**src/hw/rtl/kcm_pkg.sv**
```systemverilog
// kcm_pkg: shared constants, types and the keyword table for keyword_count_matcher.
// No dependencies; every other file of the block imports it.
`timescale 1ns / 1ps

package kcm_pkg;

   localparam int NUM_KEYWORDS = 11;
   localparam int MAX_WORD_LEN = 128;
   localparam int COUNT_WIDTH  = 32;

   localparam int TABLE_SIZE = 11;
   localparam int KW_USED    = (NUM_KEYWORDS < TABLE_SIZE) ? NUM_KEYWORDS : TABLE_SIZE;

   localparam int CHAR_W     = 8;
   localparam int PREFIX_LEN = 8;
   localparam int PREFIX_W   = CHAR_W * PREFIX_LEN;
   localparam int LEN_W      = 8;
   localparam int KW_IDX_W   = 4;
   localparam int OUT_CNT_W  = 32;

   localparam logic [COUNT_WIDTH-1:0] COUNT_MAX = {COUNT_WIDTH{1'b1}};

   typedef enum logic [1:0] {
      ST_IDLE,
      ST_FLUSH,
      ST_REPORT
   } kcm_state_type;

   // finished word, broadcast to every cell
   typedef struct packed {
      logic                valid;
      logic [PREFIX_W-1:0] prefix;
      logic [LEN_W-1:0]    length;
   } kcm_word_type;

   // control toward the cell row
   typedef struct packed {
      kcm_word_type word;
      logic         shift;
   } kcm_cell_ctl_type;

   // keyword text, byte i in bits 8i+7:8i
   function automatic logic [PREFIX_W-1:0] kw_prefix(input logic [KW_IDX_W-1:0] idx);
      logic [PREFIX_W-1:0] v;
      begin
         case (idx)
            4'd0:    v = 64'h0000_0000_6f74_7561;  // auto
            4'd1:    v = 64'h0000_006b_6165_7262;  // break
            4'd2:    v = 64'h0000_0000_6573_6163;  // case
            4'd3:    v = 64'h0000_0000_7261_6863;  // char
            4'd4:    v = 64'h0000_0074_736e_6f63;  // const
            4'd5:    v = 64'h6575_6e69_746e_6f63;  // continue
            4'd6:    v = 64'h0074_6c75_6166_6564;  // default
            4'd7:    v = 64'h6465_6e67_6973_6e75;  // unsigned
            4'd8:    v = 64'h0000_0000_6469_6f76;  // void
            4'd9:    v = 64'h656c_6974_616c_6f76;  // volatile
            4'd10:   v = 64'h0000_0065_6c69_6877;  // while
            default: v = '0;
         endcase
         return v;
      end
   endfunction

   function automatic logic [LEN_W-1:0] kw_length(input logic [KW_IDX_W-1:0] idx);
      logic [LEN_W-1:0] n;
      begin
         case (idx)
            4'd0, 4'd2, 4'd3, 4'd8: n = 8'd4;
            4'd1, 4'd4, 4'd10:      n = 8'd5;
            4'd6:                   n = 8'd7;
            4'd5, 4'd7, 4'd9:       n = 8'd8;
            default:                n = '0;
         endcase
         return n;
      end
   endfunction

endpackage

```
**src/hw/rtl/kcm_cell.sv**
```systemverilog
// kcm_cell: one keyword of the table with its saturating counter; counts shift
// toward cell 0 during a report. Depends on kcm_pkg.
`timescale 1ns / 1ps

module kcm_cell import kcm_pkg::*; (
   input  logic                   clock,
   input  logic                   reset,
   input  logic [KW_IDX_W-1:0]    cell_idx,
   input  kcm_cell_ctl_type       ctl,
   input  logic [COUNT_WIDTH-1:0] count_from_next,
   output logic [COUNT_WIDTH-1:0] count
);

   logic [COUNT_WIDTH-1:0] count_ff, count_in;
   logic                   hit;

   assign hit = ctl.word.valid
             && (ctl.word.length == kw_length(cell_idx))
             && (ctl.word.prefix == kw_prefix(cell_idx));

   always_comb begin
      count_in = count_ff;
      if (ctl.shift) begin
         count_in = count_from_next;
      end else if (hit && (count_ff != COUNT_MAX)) begin
         count_in = count_ff + 1'b1;
      end
   end

   always_ff @(posedge clock) begin
      if (reset) begin
         count_ff <= '0;
      end else begin
         count_ff <= count_in;
      end
   end

   assign count = count_ff;

endmodule

```
**config.mk**
```make
export PLATFORM = sky130hd
export DESIGN_NAME = kcm_cell
export DESIGN_NICKNAME = d
export VERILOG_FILES = /design/src/hw/rtl/kcm_pkg.sv /design/src/hw/rtl/kcm_cell.sv
export SDC_FILE = /design/constraint.sdc
export NUM_CORES = 1
export LEC_CHECK = 0
export BUFFER_PORTS_ARGS = -buffer_cell sky130_fd_sc_hd__buf_2
export CAP_MARGIN = 20
export CORE_UTILIZATION = 37
export CTS_BUF_LIST = sky130_fd_sc_hd__clkbuf_8
export DETAILED_ROUTE_END_ITERATION = 8
export SETUP_SLACK_MARGIN = 0.3
export SLEW_MARGIN = 10
export SYNTH_ARGS = -nofsm -noshare
export SYNTH_HDL_FRONTEND = slang
export SYNTH_SLANG_ARGS = --single-unit
```
**constraint.sdc**
```tcl
create_clock -name clock -period 4.7 [get_ports clock]
set_input_delay 1.41 -clock clock [delete_from_list [all_inputs] [get_ports clock]]
set_output_delay 1.41 -clock clock [all_outputs]
set_load 0.02 [all_outputs]
```
==> flow_summary_export.csv <==
group,metric,value,unit
clock_network,cts_tree,"done",
floorplanning,rows,36,
logic_synthesis,syn-cell-area,0.00369,sq mm
place,port_buffers,143,
drt,drc,0,
drt,dr.pass1.iters,4,
clock_network,clock_sinks,32,
logic_synthesis,synth_edf_count,0,
sta,min_period,4.23,ns
clock_network,cts.clk_slew.worst_paths,0.08,ns
final_layout,mostFrequentLayoutCells,"143 x buf_2, 35 x nand2_1, 34 x nor2_1, 32 x dfxtp_1, 31 x inv_1",
logic_synthesis,yosysWarnings,0,
pwr,ir_drop,122,uV
setup_path,critPathLaunchType,"input pin",
setup_path,critical_path_class,"input pin to flip-flop",
drt,drt-total-wl,12.4,mm
setup_path,required,4.87,ns
final_layout,final_common_cell,"buf_2",
sta,finalHoldViolCount,0,
sta,slew_headroom,0.518,
clock_network,cts_max_path_buffers,2,
floorplanning,io_pins,144,
sta,fmax,236,MHz
floorplanning,fp.coreArea,0.00973,sq mm
logic_synthesis,avgSynthCellArea,7.37,sq um
clock_network,cts_setup_buffers,0,
final_layout,syn2layout_area_growth,26.6,%
final_layout,drive_above_1_share,0.318,
logic_synthesis,synth_cells,500,
setup_path,critPathSlowestCell,"or4_1",
setup_path,critPathMaxFanout,20,
logic_synthesis,synth_nets,621,
sta,rsz0062_at_grt,"false",
setup_path,crit_path_cell_trace,"buf_2 > inv_1 > ha_2 > or3b_2 > nand2_2 > or4_1 > a2111oi_4 > nand4_2 > nor3_2 > buf_12 > a2111oi_0 > or3_1",
global_route,antenna_found_initial,0,
floorplanning,die_h,102,um
drt,vias,4456,
worst_hold_path,hp-class,"flip-flop to flip-flop",
place,dp_hpwl,9.51,mm
setup_path,endpoint_kind,"flip-flop",
logic_synthesis,synthDistinctLibCells,73,
pwr,leakage,2.00,nW
sta,clock_skew,0.00944,ns
floorplanning,initial_core_util,0.379,
logic_synthesis,synth-main-ff-cell,"dfxtp_1",
floorplanning,die_x,102,um
final_layout,utilization,0.480,
final_layout,nFillCells,990,
drt,wire_per_inst,16.2,um
final_layout,final_nets,752,
sta,slew_viol_final,0,
pwr,p_per_area,190,mW/mm^2
setup_path,worst-r2r-setup-slack,1.95,ns
run_status,status,"finished, final reports clean",
drt,viasPerCell,5.82,
clock_network,htreeDepth,2,
global_route,grtUsageTotal,0.236,
sta,worst_pin_slew,0.723,ns
setup_path,cpPeakStageDelay,0.45,ns
pwr,total_power,0.889,mW
clock_network,clockRootBuffer,"clkbuf_8",
sta,finalCritPeriodShare,0.901,
place,gp_congestion,0.892,
global_route,grt_pass1_vias,3923,
global_route,grt_max_degree,40,
final_layout,seq_area,641,sq um
logic_synthesis,seq_area_frac_synth,0.174,
job,maxCapViolCount,0,
final_layout,n_antenna_cell,0,
drt,ant_nets,0,
floorplanning,die-area,0.0104,sq mm
logic_synthesis,async_flop_share,0,
global_route,overflow,0,
final_layout,multiInputGateArea,0.00275,sq mm
sta,setup_viol,0,
global_route,grt_pass1_wl,19.5,mm
clock_network,worstSkewPairLatency,0.29,ns
setup_path,cp.arrival,4.40,ns
logic_synthesis,ys_seq_elements,32,
drt,drt_iter0_drc,256,
clock_network,numCtsBuffers,5,
final_layout,largest_register_ffs,32,
==> critical path, delay by kind of cell <==
kind | cells | cell delay [ns]
compound gates | 2 | 0.54
fa+ha+maj | 1 | 0.30
buf+inv | 3 | 0.42
simple gates | 6 | 1.71
==> metal layers <==
metal,vias up,global-route usage,share of wire
met5,-,0,0
met4,0,0.0593,0.019
met3,18,0.0280,0.068
met2,182,0.377,0.45
met1,2075,0.339,0.46
li1,2181,-,-
==> path summary, 6_finish.rpt <==
path | depth (start not counted) | endpoint | from
setup / recovery | 12 | count[9] | cell_idx[0]
hold / removal | 2 | count[1] | count[1]
setup reg to reg | 9 | count[21] | count[7]
hold reg to reg | 2 | count[1] | count[1]
==> cells by family (layout without fill, tap and decap cells) <==
| logic type | after synthesis | after routing | synth area share |
|---|---|---|---|
| AND/OR/NAND/NOR | 225 | 225 | 0.355 |
| buffers and inverters | 71 | 203 | 0.0838 |
| multiplexers | 18 | 18 | 0.0502 |
| flip-flops | 32 | 32 | 0.174 |
| XOR/XNOR | 16 | 16 | 0.0380 |
| adder cells (fa/ha/maj) | 9 | 9 | 0.0306 |
| AO/OA/AOI/OAI | 129 | 129 | 0.269 |
==> timing repair <==
action,CTS,global route
gates resized for setup,0,2
hold buffers,0,0
endpoints found under the hold margin,0,0
endpoints found under the setup margin,0,21
==> cell type report <==
cell class | count | share of cell area
flip-flops and latches | 32 | 0.137
well taps | 133 | 0.0356
clock inverters | 3 | 0.00831
clock buffers | 5 | 0.0147
repair buffers | 164 | 0.190
multi-input cells | 397 | 0.589
inverters | 31 | 0.0249
==> power by group <==
group | switching (mW) | internal, mW | total (mW)
Sequential | 0.0297 | 0.292 | 0.322
Combinational | 0.171 | 0.128 | 0.299
Clock | 0.113 | 0.155 | 0.268
==> through the flow <==
stage	setup TNS (ns)	setup slack, ns	hold WS (ns)	std cells	cell area [sq um]
6_report	0	0.468	0.586	765	4670
5_1_grt	0	0.342	0.632	765	4670
4_1_cts	0	0.305	0.590	765	4650
3_5_place_dp	-0.0104	-0.0104	0.576	757	4550
3_3_place_gp	0	0.0562	0.562	757	4550
2_1_floorplan	0	0.475	0.624	500	3690
==> Yosys cell counts, drive strengths merged (16+ instances only) <==
cell	number	area share
nand2	36	0.037
nor2	34	0.035
dfxtp	32	0.17
inv	31	0.032
nor4	24	0.042
o21ai	22	0.031
clkbuf	21	0.021
nand4	20	0.036
buf	19	0.031
nor3	19	0.030
and3	18	0.031
a21oi	17	0.023
o211ai	17	0.035
nand3	16	0.022
No activity file was read; power rests on OpenSTA's default activity.
