$ cat src/hw/rtl/kcm_pkg.sv
// kcm_pkg: shared constants, types and the keyword table for keyword_count_matcher.
// No dependencies; every other file of the block imports it.
`timescale 1ns / 1ps

package kcm_pkg;

   localparam int NUM_KEYWORDS = 11;
   localparam int MAX_WORD_LEN = 128;
   localparam int COUNT_WIDTH  = 32;

   localparam int TABLE_SIZE = 11;
   localparam int KW_USED    = (NUM_KEYWORDS < TABLE_SIZE) ? NUM_KEYWORDS : TABLE_SIZE;

   localparam int CHAR_W     = 8;
   localparam int PREFIX_LEN = 8;
   localparam int PREFIX_W   = CHAR_W * PREFIX_LEN;
   localparam int LEN_W      = 8;
   localparam int KW_IDX_W   = 4;
   localparam int OUT_CNT_W  = 32;

   localparam logic [COUNT_WIDTH-1:0] COUNT_MAX = {COUNT_WIDTH{1'b1}};

   typedef enum logic [1:0] {
      ST_IDLE,
      ST_FLUSH,
      ST_REPORT
   } kcm_state_type;

   // finished word, broadcast to every cell
   typedef struct packed {
      logic                valid;
      logic [PREFIX_W-1:0] prefix;
      logic [LEN_W-1:0]    length;
   } kcm_word_type;

   // control toward the cell row
   typedef struct packed {
      kcm_word_type word;
      logic         shift;
   } kcm_cell_ctl_type;

   // keyword text, byte i in bits 8i+7:8i
   function automatic logic [PREFIX_W-1:0] kw_prefix(input logic [KW_IDX_W-1:0] idx);
      logic [PREFIX_W-1:0] v;
      begin
         case (idx)
            4'd0:    v = 64'h0000_0000_6f74_7561;  // auto
            4'd1:    v = 64'h0000_006b_6165_7262;  // break
            4'd2:    v = 64'h0000_0000_6573_6163;  // case
            4'd3:    v = 64'h0000_0000_7261_6863;  // char
            4'd4:    v = 64'h0000_0074_736e_6f63;  // const
            4'd5:    v = 64'h6575_6e69_746e_6f63;  // continue
            4'd6:    v = 64'h0074_6c75_6166_6564;  // default
            4'd7:    v = 64'h6465_6e67_6973_6e75;  // unsigned
            4'd8:    v = 64'h0000_0000_6469_6f76;  // void
            4'd9:    v = 64'h656c_6974_616c_6f76;  // volatile
            4'd10:   v = 64'h0000_0065_6c69_6877;  // while
            default: v = '0;
         endcase
         return v;
      end
   endfunction

   function automatic logic [LEN_W-1:0] kw_length(input logic [KW_IDX_W-1:0] idx);
      logic [LEN_W-1:0] n;
      begin
         case (idx)
            4'd0, 4'd2, 4'd3, 4'd8: n = 8'd4;
            4'd1, 4'd4, 4'd10:      n = 8'd5;
            4'd6:                   n = 8'd7;
            4'd5, 4'd7, 4'd9:       n = 8'd8;
            default:                n = '0;
         endcase
         return n;
      end
   endfunction

endpackage

$ cat src/hw/rtl/kcm_tokenizer.sv
// kcm_tokenizer: splits the byte stream into words and emits each finished word.
// Depends on kcm_pkg.
`timescale 1ns / 1ps

module kcm_tokenizer import kcm_pkg::*; (
   input  logic              clock,
   input  logic              reset,
   input  logic              take,
   input  logic [CHAR_W-1:0] char_code,
   input  logic              end_of_text,
   output kcm_word_type      word
);

   logic [PREFIX_W-1:0] prefix_ff, prefix_in;
   logic [LEN_W-1:0]    len_ff, len_in;
   logic                in_word_ff, in_word_in;
   kcm_word_type        word_ff, word_in;

   logic                is_letter, is_alnum;
   logic [PREFIX_W-1:0] grown_prefix;
   logic [LEN_W-1:0]    grown_len;

   always_comb begin
      is_letter = (char_code inside {[8'h41:8'h5a], [8'h61:8'h7a]});
      is_alnum  = is_letter || (char_code inside {[8'h30:8'h39]});
   end

   // append the byte; only the first bytes of a word are kept
   always_comb begin
      grown_prefix = prefix_ff;
      for (int i = 0; i < PREFIX_LEN; i++) begin
         if (len_ff == LEN_W'(i)) begin
            grown_prefix[CHAR_W*i +: CHAR_W] = char_code;
         end
      end
      grown_len = len_ff + 1'b1;
   end

   always_comb begin
      prefix_in   = prefix_ff;
      len_in      = len_ff;
      in_word_in  = in_word_ff;
      word_in     = '0;
      if (take) begin
         if (end_of_text) begin
            word_in    = '{valid: in_word_ff, prefix: prefix_ff, length: len_ff};
            in_word_in = 1'b0;
            prefix_in  = '0;
            len_in     = '0;
         end else if (in_word_ff) begin
            if (!is_alnum) begin
               word_in    = '{valid: 1'b1, prefix: prefix_ff, length: len_ff};
               in_word_in = 1'b0;
               prefix_in  = '0;
               len_in     = '0;
            end else if (grown_len >= LEN_W'(MAX_WORD_LEN)) begin
               word_in    = '{valid: 1'b1, prefix: grown_prefix, length: grown_len};
               in_word_in = 1'b0;
               prefix_in  = '0;
               len_in     = '0;
            end else begin
               prefix_in = grown_prefix;
               len_in    = grown_len;
            end
         end else if (is_letter) begin
            in_word_in = 1'b1;
            prefix_in  = PREFIX_W'(char_code);
            len_in     = LEN_W'(1);
         end
      end
   end

   always_ff @(posedge clock) begin
      if (reset) begin
         in_word_ff <= 1'b0;
         len_ff     <= '0;
         prefix_ff  <= '0;
         word_ff    <= '0;
      end else begin
         in_word_ff <= in_word_in;
         len_ff     <= len_in;
         prefix_ff  <= prefix_in;
         word_ff    <= word_in;
      end
   end

   assign word = word_ff;

endmodule

$ cat config.mk
export PLATFORM = sky130hd
export DESIGN_NAME = kcm_tokenizer
export DESIGN_NICKNAME = d
export VERILOG_FILES = /design/src/hw/rtl/kcm_pkg.sv /design/src/hw/rtl/kcm_tokenizer.sv
export SDC_FILE = /design/constraint.sdc
export NUM_CORES = 1
export LEC_CHECK = 0
export BUFFER_PORTS_ARGS = -buffer_cell sky130_fd_sc_hd__buf_4
export CAP_MARGIN = 20
export CORE_MARGIN = 2
export CORE_UTILIZATION = 41
export CTS_CLUSTER_DIAMETER = 100
export DETAILED_ROUTE_END_ITERATION = 8
export SETUP_SLACK_MARGIN = 0.02
export SYNTH_ARGS = -nofsm -noshare
export SYNTH_HDL_FRONTEND = slang
export SYNTH_SLANG_ARGS = --single-unit
$ cat constraint.sdc
create_clock -name clock -period 4.8 [get_ports clock]
set_input_delay 0.96 -clock clock [delete_from_list [all_inputs] [get_ports clock]]
set_output_delay 0.96 -clock clock [all_outputs]
set_load 0.03 [all_outputs]
==> results.json, run 1 <==
{
  "status": "complete, no violations",
  "tightest_slew_ns": 0.7333,
  "netlist.area_leader.share": 0.5765,
  "min_period_over_period": 0.6260,
  "power_density_nw_per_um2": 416.3,
  "grt-ovfl-total": 0,
  "antenna_found_initial": 0,
  "syn_area_um2": 5070,
  "chipHeight_um": 115.2,
  "setup_violations": 0,
  "crit_fanout": 35,
  "design_area_um2": 6416,
  "placedCellCount": 712,
  "clk_latency_ns": 0.42,
  "drt_wl_total_mm": 11.48,
  "synth_cells": 485,
  "fin_cells": 744,
  "p_leak_nw": 2.604,
  "clock_sinks": 146,
  "num_rows": 40,
  "grt_usage": 0.1830,
  "holdPathStages": 1,
  "worstPathArrival_ns": 3.36,
  "holdCritPathClass": "reg -> reg",
  "crit_path_end_kind": "flip-flop",
  "core-area_um2": 12060,
  "ys_ff_latch": 146,
  "initial_core_util": 0.4203,
  "cts_setup_buffers": 0,
  "die_w_um": 115.2,
  "cts-htree-levels": 4,
  "cts_hold_buf": 0,
  "setup.worst_path.class": "in -> reg",
  "hpwl_mm": 8.070,
  "clkTransAtPathRegs_ns": 0.06,
  "grt_pass1_vias": 3684,
  "grt_max_degree": 36,
  "regArea_um2": 2923,
  "drc_errors": 0,
  "drive_above_1_share": 0.2378,
  "max_clock_freq_ghz": 0.3328,
  "crit_path_start_kind": "input port",
  "gr-usage-met3": 0.05851,
  "detail-route-antenna-nets": 0,
  "synth_top_flop_cell": "dfxtp_1",
  "synth_area_per_cell_um2": 10.45,
  "rsz0062_at_grt": "false",
  "tritoncts": "built",
  "required_ns": 5.16,
  "port_buffers": 84,
  "place_area_um2": 5791,
  "antenna_cells": 0,
  "synthTopCellsByCount": "dfxtp_1, and2_1, a22o_1",
  "relSlewSlack": 0.5100,
  "met1_usage": 0.2363,
  "yosys.cell_types.count": 45,
  "yosysWarnings": 0,
  "wire_per_inst_um": 15.43,
  "yosysSeqAreaShare": 0.5765,
  "synth.net_count": 501,
  "vdd_ir_drop_max_uv": 168.0,
  "grt_pass1_wl_mm": 18.58,
  "p_total_mw": 2.671,
  "ys_top_cells_by_area": "dfxtp_1, and2_1, a22o_1",
  "synth-edff-count": 0,
  "vias": 3736,
  "tns_ns": 0,
  "grt-busiest-layer": "met2",
  "synth.largest_area_cell": "dfxtp_1",
  "r2r_cells": 7,
  "grtUsageMet2": 0.2804,
  "synthMostInstantiatedCell": "dfxtp_1",
  "cts_buffers": 17,
  "postLayoutCoreUtil": 0.5320,
  "timing.final.hold_violations": 0,
  "drt_first_pass_iters": 4,
  "drv_cap": 0,
  "synthArstFlopShare": 0,
  "place_congestion": 0.8528,
  "cts_buffer_depth": 2,
  "pin_count": 85,
  "first_iter_violations": 255,
  "area_growth_pct": 26.55,
  "maxSlewViolCount": 0,
  "multi_input_area_um2": 1914,
  "die-area_um2": 13270,
  "nets": 579,
  "root_buffer": "clkbuf_16",
  "fillCellCount": 1104,
  "postCtsResizedCells": 0,
  "viasPerCell": 5.022,
  "fin_worst_skew_ns": 0.006687,
  "fin_crit_ns": 3.005
}
[sequential cells by signal (all words and copies together) (netlist names)]
signal      flops
len_ff          8
in_word_ff      1
prefix_ff      64
word           73
[through the flow]
step / setup slack, ns / hold slack (ns)
global placement: 1.483 / 0.4336
CTS: 1.798 / 0.4508
finish: 1.795 / 0.4445
detailed placement: 1.372 / 0.4374
floorplan: 2.304 / 0.4209
global route: 1.582 / 0.4703
[critical path: stages]
cell and delay (ns):
buf_4 0.15, nor3_2 0.26, a211oi_4 0.12, a21boi_2 0.51, o21ai_2 0.19, a21oi_4 0.64
buf_4 0.36, and2_1 0.17
[worst paths after layout]
| check | to | slack [ns] | start |
|---|---|---|---|
| worst max register to register | word[31] | 1.99 | len_ff[2] |
| worst min register to register | word[15] | 0.44 | prefix_ff[7] |
| worst max-delay path | word[31] | 1.80 | char_code[4] |
| worst min-delay path | word[15] | 0.44 | prefix_ff[7] |
[power by group]
group | internal [mW] | switching (mW) | leakage [nW] | total, mW
clock | 0.882 | 0.487 | 0.307 | 1.37
sequential | 1.21 | 0.00250 | 1.18 | 1.22
combinational | 0.0203 | 0.0648 | 1.12 | 0.0850
[cell families (layout without fill, tap and decap cells)]
| logic type | after synthesis | after routing | synth area share |
|---|---|---|---|
| and+or+nand+nor | 166 | 166 | 0.1888 |
| DFF | 146 | 146 | 0.5765 |
| AOI/OAI and AO/OA | 113 | 113 | 0.1740 |
| buffers and inverters | 54 | 145 | 0.04590 |
| adders and majority gates | 4 | 4 | 0.009872 |
| xor gates and xnor gates | 2 | 2 | 0.004937 |
[area by class of cell]
type                            instances  area share
Timing Repair Buffer                   85     0.09945
Clock buffer                           19     0.06903
Sequential cell                       146      0.4555
Multi-Input combinational cell        285      0.2984
Inverter                               28     0.01638
Tap cell                              168     0.03276
Clock inverter                         13     0.02847
[layout by cell type, fill, tap and decap left out, types with 7 or more instances in the layout]
master / n
dfxtp_1: 146
buf_4: 85
and2_1: 69
a22o_1: 36
inv_1: 28
nand2_1: 28
o32ai_1: 21
clkbuf_16: 17
a21oi_1: 14
nand3_1: 13
nor2_1: 13
a31oi_1: 9
o21ai_0: 7
nor3_1: 7
[per-layer routing]
metal / up-vias / share of wire
li1: 1842 / -
met1: 1765 / 0.47
met2: 109 / 0.46
met3: 20 / 0.054
met4: 0 / 0.020
met5: - / 0
No activity file was read; power rests on OpenSTA's default activity.
==> run 2: changes to the inputs <==
clock period = 2.8 ns   (was 4.8 ns; I/O delays follow)
==> results.json, run 2 (synthesis results as in run 1) <==
{
  "met1_length_mm": 5.551,
  "drt_wl_total_mm": 11.75,
  "root_buffer": "clkbuf_16",
  "num_rows": 40,
  "final_common_cell": "dfxtp_1",
  "setup_violations": 0,
  "antenna_found_initial": 0,
  "place_congestion": 0.8718,
  "core-area_um2": 12060,
  "holdPathStages": 1,
  "clock_sinks": 146,
  "fin_crit_ns": 2.386,
  "relSlewSlack": 0.5413,
  "rsz0062_at_grt": "false",
  "maxSlewViolCount": 0,
  "worst_slack_ns": 0.4141,
  "holdCritPathClass": "reg -> reg",
  "max_clock_freq_ghz": 0.4191,
  "die_w_um": 115.2,
  "postCtsResizedCells": 0,
  "detail-route-antenna-nets": 0,
  "grt_pass1_vias": 3601,
  "port_buffers": 84,
  "min_period_over_period": 0.8521,
  "area_growth_pct": 27.76,
  "p_leak_nw": 2.641,
  "die-area_um2": 13270,
  "viasPerCell": 5.015,
  "cts_setup_buffers": 0,
  "required_ns": 3.15,
  "cts_hold_buf": 0,
  "dr.max_layer_used": "met4",
  "grt_usage": 0.1868,
  "tns_ns": 0,
  "first_iter_violations": 303,
  "crit_path_start_kind": "flip-flop",
  "clkTransAtPathRegs_ns": 0.06,
  "crit_fanout": 8,
  "r2r_cells": 6,
  "grt_pass1_wl_mm": 18.86,
  "drv_cap": 0,
  "tightest_slew_ns": 0.6835,
  "chipHeight_um": 115.2,
  "wl_met3_um": 648,
  "cts_buffers": 17,
  "cts_buffer_depth": 2,
  "fillCellCount": 1113,
  "nets": 589,
  "initial_core_util": 0.4203,
  "largest_register_ffs": 73,
  "grt_max_degree": 49,
  "timing.final.hold_violations": 0,
  "drc_errors": 0,
  "layout_common_cells": "dfxtp_1, buf_4, and2_1",
  "vdd_ir_drop_max_uv": 352.7,
  "cts-htree-levels": 4,
  "drive_above_1_share": 0.2479,
  "grt-ovfl-total": 0,
  "hpwl_mm": 8.230,
  "power_density_nw_per_um2": 692.2,
  "dp_slack_ns": 0.2457,
  "clk_latency_ns": 0.42,
  "wl_met2_mm": 5.394,
  "worstPathArrival_ns": 2.74,
  "wire_per_inst_um": 15.60,
  "tritoncts": "built",
  "drt_first_pass_iters": 5,
  "crit_path_end_kind": "flip-flop",
  "pin_count": 85,
  "setup.worst_path.class": "reg -> reg",
  "vias": 3776,
  "status": "complete, no violations",
  "antenna_cells": 0,
  "fin_worst_skew_ns": 0.01295
}
## run 2: changes by cell type in the layout (fill, tap and decap cells not counted), sizes merged
cell / change
bufinv: -2
clkinv: -5
clkinvlp: +1
clkbuf: +5
buf: +10
## run 2: path summary, 6_finish.rpt
path,start,endpoint,slack (ns)
min,prefix_ff[15],prefix_ff[15],0.45
max,len_ff[0],prefix_ff[61],0.41
max reg2reg,len_ff[0],prefix_ff[61],0.41
min reg2reg,prefix_ff[15],prefix_ff[15],0.45
## run 2: power by group
part / total (mW) / switching [mW] / internal [mW]
sequential: 2.08 / 0.00285 / 2.08
clock: 2.24 / 0.816 / 1.43
combinational: 0.156 / 0.115 / 0.0417
total: 4.48 / 0.933 / 3.55
## run 2: cell type report
class / instances / area, um2 / share of cell area
sequential: 146 / 2923 / 0.4512
multi-input combinational: 285 / 1914 / 0.2955
timing repair buffer: 95 / 725.7 / 0.1120
clock buffer: 24 / 501.7 / 0.07746
tap: 168 / 210.2 / 0.03245
inverter: 28 / 105.1 / 0.01623
clock inverter: 7 / 97.59 / 0.01507
## run 2: metrics by stage
stage                     power, mW  instances  instance area [um2]  utilization  hold WS [ns]
after floorplan               2.226        485                 5070            -        0.4209
after global routing          4.644        753                 6477       0.5370        0.4387
after detailed placement      2.285        722                 5878       0.4873        0.4390
final                         4.484        753                 6477       0.5370        0.4486
after global placement        2.283        722                 5878       0.4873        0.4378
after CTS                     4.536        753                 6477       0.5370        0.4398
## run 2: critical path, stage by stage, from the launching register on
cell and delay, ns:
dfxtp_1 0.50, nand3_1 0.22, nor2_2 0.23, xnor2_1 0.31
nand3_1 0.31, nor3_2 0.55, a22o_1 0.21
## run 2: per-layer routing
metal,track usage,vias to the layer above
li1,-,1871
met1,0.2470,1753
met2,0.2890,139
met3,0.05693,13
met4,0.06908,0
met5,0,-
